==> src/rtl/core/rcsi_pkg.sv <==
// Shared types and constants for the rank-counting sorted insert core.
`timescale 1ns / 1ps

package rcsi_pkg;

    localparam int CAPACITY_DEF   = 1024;
    localparam int VALUE_BITS_DEF = 16;
    localparam int IN_VALUE_BITS  = 16;
    localparam int COUNT_BITS     = 11;

    // Control flags of an item travelling down the cell chain
    typedef struct packed {
        logic valid;   // slot holds an item
        logic clear;   // item empties each cell it passes
        logic search;  // still counting smaller entries
        logic place;   // carried data still needs a home
        logic full;    // store was full on entry
    } rcsi_tok_t;

endpackage

==> src/rtl/core/rcsi_cell.sv <==
// One compare-and-shift cell of the sorted store chain.
`timescale 1ns / 1ps

module rcsi_cell #(
    parameter int VALUE_BITS = 16,
    parameter int CNT_BITS   = 11
) (
    input  logic                         clk,
    input  logic                         rst_n,
    input  logic                         en,
    input  rcsi_pkg::rcsi_tok_t          tok_in,
    input  logic signed [VALUE_BITS-1:0] data_in,
    input  logic [CNT_BITS-1:0]          count_in,
    output rcsi_pkg::rcsi_tok_t          tok_out,
    output logic signed [VALUE_BITS-1:0] data_out,
    output logic [CNT_BITS-1:0]          count_out
);
    import rcsi_pkg::*;

    logic                         held_valid_reg;
    logic                         held_valid_next;
    logic signed [VALUE_BITS-1:0] held_data_reg;
    logic signed [VALUE_BITS-1:0] held_data_next;
    rcsi_tok_t                    tok_reg;
    rcsi_tok_t                    tok_next;
    logic signed [VALUE_BITS-1:0] data_reg;
    logic signed [VALUE_BITS-1:0] data_next;
    logic [CNT_BITS-1:0]          count_reg;
    logic [CNT_BITS-1:0]          count_next;

    logic cur_valid;
    logic lt;
    logic take;

    always_comb
    begin
        cur_valid       = held_valid_reg & ~(tok_in.valid & tok_in.clear);
        lt              = cur_valid && (held_data_reg < data_in);
        // the item settles here once no longer passing smaller entries
        take            = tok_in.valid && tok_in.place && !(tok_in.search && lt);
        held_valid_next = tok_in.valid ? (cur_valid | take) : held_valid_reg;
        held_data_next  = take ? data_in : held_data_reg;
        tok_next        = tok_in;
        tok_next.search = tok_in.search & lt;
        tok_next.place  = take ? cur_valid : tok_in.place;
        data_next       = take ? held_data_reg : data_in;
        count_next      = (tok_in.valid && tok_in.search && lt) ? count_in + 1'b1 : count_in;
    end

    always_ff @(posedge clk or negedge rst_n)
    begin
        if (!rst_n)
        begin
            held_valid_reg <= 1'b0;
            tok_reg        <= '0;
        end
        else if (en)
        begin
            held_valid_reg <= held_valid_next;
            tok_reg        <= tok_next;
        end
    end

    always_ff @(posedge clk)
    begin
        if (en)
        begin
            held_data_reg <= held_data_next;
            data_reg      <= data_next;
            count_reg     <= count_next;
        end
    end

    assign tok_out   = tok_reg;
    assign data_out  = data_reg;
    assign count_out = count_reg;

endmodule

==> config.mk <==
export PLATFORM = sky130hd
export DESIGN_NAME = rcsi_cell
export DESIGN_NICKNAME = d
export VERILOG_FILES = /design/src/rtl/core/rcsi_pkg.sv /design/src/rtl/core/rcsi_cell.sv
export SDC_FILE = /design/constraint.sdc
export NUM_CORES = 1
export LEC_CHECK = 0
export ABC_AREA = 1
export BUFFER_PORTS_ARGS = -buffer_cell sky130_fd_sc_hd__buf_2
export CELL_PAD_IN_SITES_DETAIL_PLACEMENT = 2
export CELL_PAD_IN_SITES_GLOBAL_PLACEMENT = 2
export CORE_MARGIN = 2
export CORE_UTILIZATION = 35
export CTS_BUF_LIST = sky130_fd_sc_hd__clkbuf_4 sky130_fd_sc_hd__clkbuf_8 sky130_fd_sc_hd__clkbuf_16
export DETAILED_ROUTE_END_ITERATION = 7
export PLACE_DENSITY_LB_ADDON = 0.1
export SYNTH_ARGS = -nofsm -noshare
export SYNTH_HDL_FRONTEND = slang
export SYNTH_SLANG_ARGS = --single-unit
export TNS_END_PERCENT = 5
==> constraint.sdc <==
create_clock -name clk -period 4.3 [get_ports clk]
set_clock_uncertainty 0.2 [all_clocks]
set_input_delay 0.86 -clock clk [delete_from_list [all_inputs] [get_ports clk]]
set_output_delay 0.86 -clock clk [all_outputs]
set_load 0.01 [all_outputs]
## Word-level counts from Yosys, hierarchy flattened

Cells that the tools add are included.

| word-level totals | value |
|---|---|
| register bits | 49 |
| bits in latches | 0 |
| bits in writable memories | 0 |
| bits in read-only memories | 0 |
| input bits | 35 |
| memories | 0 |

| cells by class | value |
|---|---|
| $add $sub $neg | 1 |
| multipliers | 0 |
| div/mod/pow operators | 0 |
| magnitude comparators | 1 |
| equality and inequality tests | 0 |
| shift operators | 0 |
| multiplexer cells | 3 |
| bitwise operators | 5 |
| reduce and logical (&&, ||, !) cells | 9 |

Operators by type and width:

| operator | number |
|---|---|
| 16-bit < comparator | 1 |
| 16-bit 2-to-1 mux | 1 |
| 11-bit by 1-bit adder with 11-bit output, second input constant | 1 |
| 11-bit 2-to-1 mux | 1 |
| 1-bit logical AND | 6 |
| 2-bit AND reduction | 2 |
| 1-bit AND | 3 |
| 1-bit logical NOT | 1 |
| 1-bit 2-to-1 mux | 1 |
| 1-bit NOT | 1 |
| 1-bit OR | 1 |

## Logic depth before layout (Yosys ltp)

Gate-level depths: netlist (run 1).

| depth | value |
|---|---|
| depth after elaboration | 8 |
| gate-level depth with buffers | 16 |
| depth with buffers taken out | 15 |

## Worst setup path after synthesis (run 1)

No wires, ideal clock.

| timing | value |
|---|---|
| path kind | in2reg |
| start | input port data_in[15] |
| end | register held_data_reg[0] (enable) |
| arrival | 2.538 ns |
| required time | 3.724 ns |
| slack | 1.186 ns |
| stages | 10 |
| path buffers | 1 |
| cells stage by stage | inv_1 -> ha_1 -> a21oi_1 -> o21ai_1 -> nor2_2 -> nand3_2 -> nand3_4 -> nand2_4 -> buf_12 -> nor2_2 |

| between the ends | value |
|---|---|
| cells in the longest elaborated chain, start to end | 6 |

RTL lines:

| item | RTL line | RTL |
|---|---|---|
| from (decl) | rcsi_cell.sv:12 | `input logic signed [VALUE_BITS-1:0] data_in,` |
| 16-bit < comparator | rcsi_cell.sv:38 | `lt = cur_valid && (held_data_reg < data_in);` |
| 1-bit logical AND | rcsi_cell.sv:38 |  |
| 1-bit logical AND | rcsi_cell.sv:40 | `take = tok_in.valid && tok_in.place && !(tok_in.search && lt);` |
| 1-bit logical NOT | rcsi_cell.sv:40 |  |
| 1-bit logical AND | rcsi_cell.sv:40 |  |
| 2-bit AND reduction (no line) | - |  |
| to (signal assigned) | rcsi_cell.sv:68 | `held_data_reg <= held_data_next;` |
| to (decl) | rcsi_cell.sv:22 | `logic signed [VALUE_BITS-1:0] held_data_reg;` |

Every way passes these cells.
A chain may end at the register's enable or synchronous reset.

## Worst setup path after layout (run 1)

| timing | value |
|---|---|
| start | input port data_in[9] |
| end | register held_data_reg[8] (enable) |

The elaborated chain is that of the path after synthesis.

==> results of run 1 <==
==> how the worst max path moves through the flow <==
stage	end	cells past startpoint	startpoint	slack (ns)
6_report	held_data_reg[8]	13	data_in[9]	0.95
5_1_grt	held_data_reg[8]	13	data_in[9]	0.70
4_1_cts	held_data_reg[8]	13	data_in[9]	0.91
3_5_place_dp	held_data_reg[9]	13	data_in[9]	0.57
3_3_place_gp	held_data_reg[11]	11	data_in[15]	0.71
2_1_floorplan	held_data_reg[0]	10	data_in[15]	1.19
==> where the power goes <==
| group | switching, W | internal, W | total [W] |
|---|---|---|---|
| logic | 0.000103 | 0.0000607 | 0.000164 |
| registers | 0.00000948 | 0.000551 | 0.000560 |
| clock network | 0.000155 | 0.000110 | 0.000265 |
==> layout make-up <==
cell class                      count  area share
Clock buffer                        5     0.02196
Clock inverter                      3    0.003992
Inverter                           33     0.03952
Multi-Input combinational cell    180      0.3226
Sequential cell                    49      0.4599
Tap cell                           99     0.03952
Timing Repair Buffer               69      0.1126
==> layout by cell type, fill, tap and decap left out <==
| master | count |
|---|---|
| o21ai_0 | 3 |
| clkbuf_8 | 5 |
| inv_1 | 31 |
| buf_2 | 66 |
| nand2_1 | 79 |
| nand3_2 | 1 |
| nor2_2 | 3 |
| buf_4 | 3 |
| nor4_2 | 1 |
| nor3_2 | 1 |
| nand3_4 | 1 |
| nand2_4 | 1 |
| xor2_1 | 6 |
| a21oi_1 | 8 |
| nand4_1 | 2 |
| ha_1 | 16 |
| xnor2_1 | 3 |
| o21ai_1 | 2 |
| edfxtp_1 | 43 |
| nand3_1 | 31 |
| nor3_1 | 4 |
| nor4_1 | 1 |
| clkinv_1 | 4 |
| nor2_1 | 5 |
| nand2_2 | 11 |
| dfrtp_1 | 6 |
| clkinv_2 | 1 |
| a22o_1 | 1 |
==> critical path, stage by stage <==
cell and delay, ns:
buf_2 0.11, inv_1 0.04, ha_1 0.30, nand2_1 0.10
inv_1 0.05, o21ai_1 0.11, a21oi_1 0.08, nor2_2 0.15
nand3_2 0.14, nand3_4 0.24, nand2_4 0.23, nor2_2 0.45
buf_4 0.27
==> metrics by stage <==
| step | worst slack, ns | instance area (sq um) | util | power [W] | hold slack (ns) |
|---|---|---|---|---|---|
| 5_1_grt | 0.7002 | 3134 | 0.4321 | 0.001046 | 0.1561 |
| 3_3_place_gp | 0.7125 | 3053 | 0.4209 | 0.0007307 | 0.2550 |
| 3_5_place_dp | 0.5682 | 3053 | 0.4209 | 0.0007398 | 0.2546 |
| 6_report | 0.9482 | 3134 | 0.4321 | 0.0009891 | 0.1674 |
| 2_1_floorplan | 1.186 | 2629 | - | 0.0006649 | 0.2700 |
| 4_1_cts | 0.9074 | 3134 | 0.4321 | 0.001009 | 0.1620 |
==> kinds of logic (layout without fill, tap and decap cells) <==
family | Yosys count | after routing
AOI/OAI and AO/OA | 14 | 14
xor gates and xnor gates | 9 | 9
adders and majority gates | 16 | 16
buffers and inverters | 40 | 110
DFF | 49 | 49
and+or+nand+nor | 141 | 141
==> per-layer routing <==
layer / wire [um] / part of all wire / global-route usage / vias up
met5: 0 / 0 / 0 / -
met2: 3533 / 0.54 / 0.3215 / 40
met1: 2642 / 0.40 / 0.1956 / 1035
met4: 92 / 0.014 / 0.05769 / 0
met3: 273 / 0.042 / 0.04090 / 6
li1: - / - / - / 1027
==> results.ini, run 1 <==
[worst_setup_path]
worstPathArrival_ns = 3.17
r2r-start = held_data_reg[5]
worst-setup-path-type = in -> reg
r2r_end = held_data_reg[8]
worstPathRequired_ns = 4.12
rrSetupSlack_ns = 1.24
r2r_cells = 11
critPathMaxFanout = 18
start_kind = primary input
endpoint_kind = register

[layout]
finalNonFillerCells = 438
multi_input_area_sq_um = 1011
antenna_cells = 0
drive_gt1_frac = 0.2773
seq_area_sq_um = 1441
syn2layout_area_growth_pct = 19.23
fillers = 839
final_nets = 389

[sta]
grt_setup_unrepaired = false
post-route-min-period_ns = 3.352
hold_viol = 0
max_freq_ghz = 0.2984
setup_viol = 0
max-slew-margin-rel = 0.5040
fin_crit_sh = 0.7795
tns_ns = 0
worstMarginPinSlew_ns = 0.7412
slew_viol_final = 0

[yosys]
synthMuxAreaShare = 0
ys_top_cells_by_area = edfxtp_1, nand2_1, ha_1
synth-xor-area-share = 0.02999
synth-compound-area-share = 0.02808
synth_nets = 320
ys_seq_area_frac = 0.5483
synth_top_area_cell = edfxtp_1
yosys_register_bits = 49
synth-simple-area-share = 0.2504
synth-adder-area-share = 0.07615
yosysTopAreaCellShare = 0.4912
synth_top_family_by_area = simple AND/OR/NAND/NOR gates
yosys_warnings = 0
synth_common_cells = nand2_1, edfxtp_1, inv_1, nand3_1, ha_1
async_flop_share = 0.1224
ys.flop_type = edfxtp_1
netlist_area_sq_um = 2629
yosys.cell_types.count = 29
synth.avg_cell_area_sq_um = 9.772
synth_edf_count = 43
yosys.cell_count.top_type = nand2_1
syn_inst = 269

[power]
leakage_nw = 1.512
power_density_nw_per_um2 = 315.6
max-vdd-ir-drop_mv = 0.1208

[floorplanning]
initial_core_util = 0.3624
fp.coreArea_sq_um = 7253
die-area_sq_um = 8220
core.rowCount = 31
dieWidth_um = 90.67
ios = 67
fp.dieH_um = 90.67

[global_route]
antenna_found_initial = 0
grt_pass1_wl_um = 11270
grt_usage = 0.1741
grt_pass1_vias = 2325
grt_max_degree = 31
overflow = 0

[clocking]
max-clock-path-buffers = 2
cts_resized = 0
h-tree-depth = 2
cts_tree = built
clock-sinks = 49
holdBufCountCts = 0
post-cts-setup-buffer-count = 0
cts_root_buf = clkbuf_8
clk_latency_ns = 0.31
cts_buffers = 5
clk_pin_slew_ns = 0.09

[place]
gp_congestion = 0.7171
hpwlAfterDp_um = 5004
io_buffers = 66
placed_cells = 430

[min_path]
hold_class = in -> async

[drt]
initialDrtViolationCount = 29
first_pass_iters = 4
vias = 2108
finalWirelength_um = 6541
viasPerCell = 4.813
drc = 0
antenna_left = 0
avgRoutedWirePerCell_um = 14.93

[run_status]
status = finished, final reports clean

[job]
cap_violations = 0

(Power assumes the default switching activity.)
==> inputs of run 2 (changes only) <==
Settings changed: ABC_AREA 1 to 0.
Clock period 4.3 ns to 3.1 ns, I/O delays scaled along.
==> results.ini, run 2 <==
[power]
power_density_nw_per_um2 = 451.7  ; was 315.6 nW/um^2
leakage_nw = 1.438  ; was 1.512 nW
max-vdd-ir-drop_mv = 0.2119  ; was 0.1208 mV

[place]
hpwlAfterDp_um = 4571  ; was 5004 um
io_buffers = 66  ; unchanged
dpl-instance-area_sq_um = 3186  ; was 3053 sq um
gp_congestion = 0.7685  ; was 0.7171

[global_route]
overflow = 0  ; unchanged
grt_usage = 0.1571  ; was 0.1741
grt_pass1_wl_um = 10160  ; was 11270 um
grt_pass1_vias = 2022  ; was 2325
grt_max_degree = 36  ; was 31
antenna_found_initial = 0  ; unchanged

[floorplanning]
ios = 67  ; unchanged
dieWidth_um = 90.36  ; was 90.67 um
core.rowCount = 31  ; unchanged
fp.coreArea_sq_um = 7253  ; unchanged
fp.dieH_um = 90.36  ; was 90.67 um
die-area_sq_um = 8164  ; was 8220 sq um
initial_core_util = 0.3598  ; was 0.3624

[yosys]
synth_top_area_cell = edfxtp_1  ; unchanged
yosys.cell_count.top_type = edfxtp_1  ; was nand2_1
yosysTopAreaCellShare = 0.4947  ; was 0.4912
ys_top_cells_by_area = edfxtp_1, ha_1, dfrtp_1  ; was edfxtp_1, nand2_1, ha_1
ys_seq_area_frac = 0.5523  ; was 0.5483
netlist_area_sq_um = 2610  ; was 2629 sq um
syn_inst = 199  ; was 269
synth_edf_count = 43  ; unchanged
ys.flop_type = edfxtp_1  ; unchanged
async_flop_share = 0.1224  ; unchanged
yosys_register_bits = 49  ; unchanged
synth.avg_cell_area_sq_um = 13.12  ; was 9.772 sq um
yosys.cell_types.count = 34  ; was 29
synth_common_cells = edfxtp_1, inv_1, ha_1  ; was nand2_1, edfxtp_1, inv_1, nand3_1, ha_1
synth_nets = 250  ; was 320
yosys_warnings = 0  ; unchanged

[drt]
avgRoutedWirePerCell_um = 15.78  ; was 14.93 um
viasPerCell = 4.894  ; was 4.813
initialDrtViolationCount = 62  ; was 29
vias = 1884  ; was 2108
finalWirelength_um = 6077  ; was 6541 um
antenna_left = 0  ; unchanged
drc = 0  ; unchanged
first_pass_iters = 4  ; unchanged

[layout]
final_common_cell = buf_2  ; was nand2_1
syn2layout_area_growth_pct = 27.18  ; was 19.23%
multi_input_area_sq_um = 1076  ; was 1011 sq um
final_area_sq_um = 3319  ; was 3134 sq um
seq_area_sq_um = 1441  ; unchanged
final_cell_mix = buf_2, edfxtp_1, inv_1  ; was nand2_1, buf_2, edfxtp_1
fillers = 764  ; was 839
fin_util = 0.4577  ; was 0.4321
antenna_cells = 0  ; unchanged
final_nets = 336  ; was 389
drive_gt1_frac = 0.4091  ; was 0.2773

[min_path]
hp-start = data_in[4]
hold_class = in -> reg  ; was in -> async
hold-path-endpoint = held_data_reg[4]
whs_path_depth = 1

[sta]
worstMarginPinSlew_ns = 0.5189  ; was 0.7412 ns
post-route-min-period_ns = 2.943
grt_setup_unrepaired = false  ; unchanged
fin_crit_sh = 0.9495
max_freq_ghz = 0.3398
max-slew-margin-rel = 0.6533  ; was 0.5040
setup_viol = 0  ; unchanged
slew_viol_final = 0  ; unchanged
hold_viol = 0  ; unchanged

[clocking]
h-tree-depth = 2  ; unchanged
post-cts-setup-buffer-count = 0  ; unchanged
clk_latency_ns = 0.31  ; about the same
cts_buffers = 5  ; unchanged
max-clock-path-buffers = 2  ; unchanged
clock-sinks = 49  ; unchanged
cts_tree = built  ; unchanged
cts_root_buf = clkbuf_8  ; unchanged
clk_pin_slew_ns = 0.11  ; was 0.09 ns

[worst_setup_path]
worstPathCellList = ha_1 > a21o_1 > a21o_1 > a2111oi_2 > o31ai_2 > o2111ai_4 > buf_4 > mux2_4  ; was buf_2 > inv_1 > ha_1 > nand2_1 > inv_1 > o21ai_1 > a21oi_1 > nor2_2 > nand3_2 > nand3_4 > nand2_4 > nor2_2 > buf_4
worst_path_most_repeated_cell = a21o_1
endpoint_kind = register  ; unchanged
worstPathArrival_ns = 2.81  ; was 3.17 ns
worst-setup-path-type = reg -> reg  ; was in -> reg
slowest_delay_ns = 0.43  ; was 0.45 ns
cp_slowest_cell = edfxtp_1  ; was nor2_2
start_kind = register  ; was primary input
r2r-start = held_data_reg[13]  ; was held_data_reg[5]
critPathMaxFanout = 5  ; was 18
r2r_cells = 8  ; was 11
worstPathRequired_ns = 2.97  ; was 4.12 ns
rrSetupSlack_ns = 0.16  ; was 1.24 ns
r2r_end = data_out[8]  ; was held_data_reg[8]

[run_status]
status = finished, final reports clean  ; unchanged

[job]
cap_violations = 0  ; unchanged

[run 2: what timing repair did]
| action | 4_1_cts | 5_1_grt |
|---|---|---|
| hold buffers | 1 | 0 |
| endpoints found under the setup margin | 0 | 7 |
| hold endpoints to repair | 6 | 0 |
| resized for setup | 0 | 2 |
[run 2: cell families after synthesis]
group           Yosys count  synth area share
compound gates           19           0.05705
xor+xnor                 11           0.03691
mux                      30            0.1376
buf+inv                  26           0.04218
fa+ha+maj                16           0.07670
flops                    49            0.5523
simple gates             48           0.09731
[run 2: worst max path at each step]
stage / start / end / slack [ns]
global placement: data_in[13] / data_out[9] / -0.14
finish: held_data_reg[13] / data_out[8] / 0.16
floorplan: data_in[13] / data_out[10] / -0.0002
CTS: held_data_reg[13] / count_out[1] / 0.09
detailed placement: data_in[13] / count_out[1] / -0.20
global route: held_data_reg[13] / held_data_reg[2] / 0.006
[run 2: report_power, final]
| part | leakage, nW | internal [W] | switching (W) |
|---|---|---|---|
| Combinational | 0.899 | 0.000114 | 0.000128 |
| Sequential | 0.484 | 0.000763 | 0.0000147 |
| Clock | 0.0543 | 0.000242 | 0.000237 |
| Total | 1.44 | 0.00112 | 0.000380 |
[run 2: layout make-up]
| type | count | area share |
|---|---|---|
| Timing Repair Buffer | 84 | 0.1459 |
| Tap cell | 99 | 0.03732 |
| Clock inverter | 3 | 0.01395 |
| Clock buffer | 5 | 0.02073 |
| Sequential cell | 49 | 0.4342 |
| Inverter | 21 | 0.02375 |
| Multi-Input combinational cell | 124 | 0.3242 |
[run 2: through the flow]
step	hold WS (ns)	total power [W]	worst slack [ns]	instances	TNS, ns
3_5_place_dp	0.2520	0.001038	-0.2022	376	-3.784
6_report	0.3025	0.001499	0.1567	385	0
3_3_place_gp	0.2528	0.001030	-0.1435	376	-2.933
5_1_grt	0.2890	0.001574	0.005710	385	0
4_1_cts	0.2992	0.001521	0.09297	385	0
2_1_floorplan	0.1244	0.0009191	-0.0001548	199	-0.001393
[run 2: metal layers]
metal,vias to the layer above,global-route usage,part of all wire
met5,-,0,0
met4,0,0.04615,0.012
met3,7,0.03589,0.038
met2,38,0.2732,0.50
met1,933,0.1949,0.45
li1,906,-,-
[run 2: worst max-delay path, delay by kind of cell, from the launching register on]
family / cells / cell delay (ns)
flops: 1 / 0.43
mux: 1 / 0.31
buf+inv: 1 / 0.23
compound gates: 5 / 1.23
fa+ha+maj: 1 / 0.31
==> inputs of run 3 (changes only) <==
Settings changed: ABC_AREA 0 to 1, CORE_UTILIZATION 35 to 32, SLEW_MARGIN set to 5.
==> results.ini, run 3 (synthesis gave the netlist of run 1 again) <==
[run_status]
status = finished, final reports clean  ; unchanged

[sta]
max_freq_ghz = 0.3863  ; was 0.3398 GHz
grt_setup_unrepaired = false  ; unchanged
slew_viol_final = 0  ; unchanged
worstMarginPinSlew_ns = 0.7666  ; was 0.5189 ns
fin_crit_sh = 0.8351  ; was 0.9495
tns_ns = 0  ; unchanged
post-route-min-period_ns = 2.589  ; was 2.943 ns
setup_viol = 0  ; unchanged
hold_viol = 0  ; unchanged
max-slew-margin-rel = 0.4871  ; was 0.6533

[floorplanning]
fp.dieH_um = 94.64  ; was 90.36 um
die-area_sq_um = 8956  ; was 8164 sq um
ios = 67  ; unchanged
dieWidth_um = 94.64  ; was 90.36 um
fp.coreArea_sq_um = 8093  ; was 7253 sq um
core.rowCount = 33  ; was 31
initial_core_util = 0.3248  ; was 0.3598

[layout]
final_cell_mix = nand2_1, buf_2, edfxtp_1  ; was buf_2, edfxtp_1, inv_1
final_common_cell = nand2_1  ; was buf_2
syn2layout_area_growth_pct = 21.66  ; was 27.18%
antenna_cells = 0  ; unchanged
final_area_sq_um = 3198  ; was 3319 sq um
finalNonFillerCells = 449  ; was 385
final_nets = 394  ; was 336
fillers = 946  ; was 764
drive_gt1_frac = 0.2907  ; was 0.4091
fin_util = 0.3952  ; was 0.4577
seq_area_sq_um = 1441  ; unchanged
multi_input_area_sq_um = 1011  ; was 1076 sq um

[job]
cap_violations = 0  ; unchanged

[clocking]
cts_root_buf = clkbuf_8  ; unchanged
clock-sinks = 49  ; unchanged
clk_pin_slew_ns = 0.09  ; was 0.11 ns
holdBufCountCts = 1  ; unchanged
cts_resized = 0  ; unchanged
max-clock-path-buffers = 2  ; unchanged
cts_buffers = 5  ; unchanged
cts_tree = built  ; unchanged
h-tree-depth = 2  ; unchanged
clk_latency_ns = 0.31  ; about the same
post-cts-setup-buffer-count = 0  ; unchanged

[place]
io_buffers = 66  ; unchanged
dpl-instance-area_sq_um = 3090  ; was 3186 sq um
gp_congestion = 0.7719  ; was 0.7685
placed_cells = 440  ; was 376
hpwlAfterDp_um = 4991  ; was 4571 um

[global_route]
grt_usage = 0.1639  ; was 0.1571
grt_pass1_wl_um = 11220  ; was 10160 um
grt_pass1_vias = 2211  ; was 2022
grt_max_degree = 31  ; was 36
overflow = 0  ; unchanged
antenna_found_initial = 0  ; unchanged

[power]
power_density_nw_per_um2 = 446.4  ; was 451.7 nW/um^2
max-vdd-ir-drop_mv = 0.1605  ; was 0.2119 mV
leakage_nw = 1.543  ; was 1.438 nW

[drt]
antenna_left = 0  ; unchanged
drc = 0  ; unchanged
avgRoutedWirePerCell_um = 15.04  ; was 15.78 um
viasPerCell = 4.728  ; was 4.894
initialDrtViolationCount = 22  ; was 62
finalWirelength_um = 6753  ; was 6077 um
vias = 2123  ; was 1884
first_pass_iters = 3  ; was 4

[worst_setup_path]
worst-setup-path-type = in -> reg  ; was reg -> reg
worstPathArrival_ns = 2.55  ; was 2.81 ns
critPathMaxFanout = 11  ; was 5
worstPathRequired_ns = 3.07  ; was 2.97 ns
endpoint_kind = register  ; unchanged
start_kind = primary input  ; was register

[min_path]
hold_class = reg -> reg  ; was in -> reg

run 3: final cells by class:
type | instances | share of cell area
Sequential cell | 49 | 0.4507
Multi-Input combinational cell | 180 | 0.3161
Timing Repair Buffer | 74 | 0.1228
Tap cell | 105 | 0.04108
Inverter | 33 | 0.03873
Clock buffer | 8 | 0.03052
run 3: worst max-delay path: stages:
cell,delay (ns)
buf_2,0.10
inv_1,0.04
ha_1,0.36
nand4_1,0.14
a21oi_1,0.18
nor2_2,0.07
nand3_2,0.11
nand2_1,0.06
nor2_1,0.59
nand3_1,0.18
nand2_1,0.11
run 3: power breakdown:
part	leakage (nW)	switching (W)	internal [W]
clock network	0.0523	0.000218	0.000200
logic	1.00	0.000144	0.0000881
registers	0.488	0.0000132	0.000764
total	1.54	0.000375	0.00105
run 3: layer usage:
metal	routed length, um	track usage	vias to the layer above
li1	-	-	1037
met4	71	0.03986	0
met3	285	0.03192	7
met5	0	0	-
met1	2874	0.2038	1038
met2	3521	0.2920	41
run 3: final timing paths:
path                       slack, ns           end         startpoint  depth (start not counted)
max reg2reg                     0.53  count_out[4]  held_data_reg[15]                          9
min in group asynchronous       0.48    tok_out[4]              rst_n                          2
min                             0.28    tok_out[0]         tok_out[0]                          2
min reg2reg                     0.28    tok_out[0]         tok_out[0]                          2
max                             0.51  count_out[4]        data_in[15]                         11
max in group asynchronous       2.07    tok_out[1]              rst_n                          2
run 3: per-stage QoR:
stage                     power [W]  hold WS [ns]  worst slack (ns)
after floorplan           0.0009223        0.1244            0.2260
after global placement     0.001021        0.2520            0.2284
after detailed placement   0.001029        0.2559            0.1563
after CTS                  0.001447        0.2848            0.4718
after global routing       0.001510        0.3165            0.2513
final                      0.001428        0.2790            0.5113
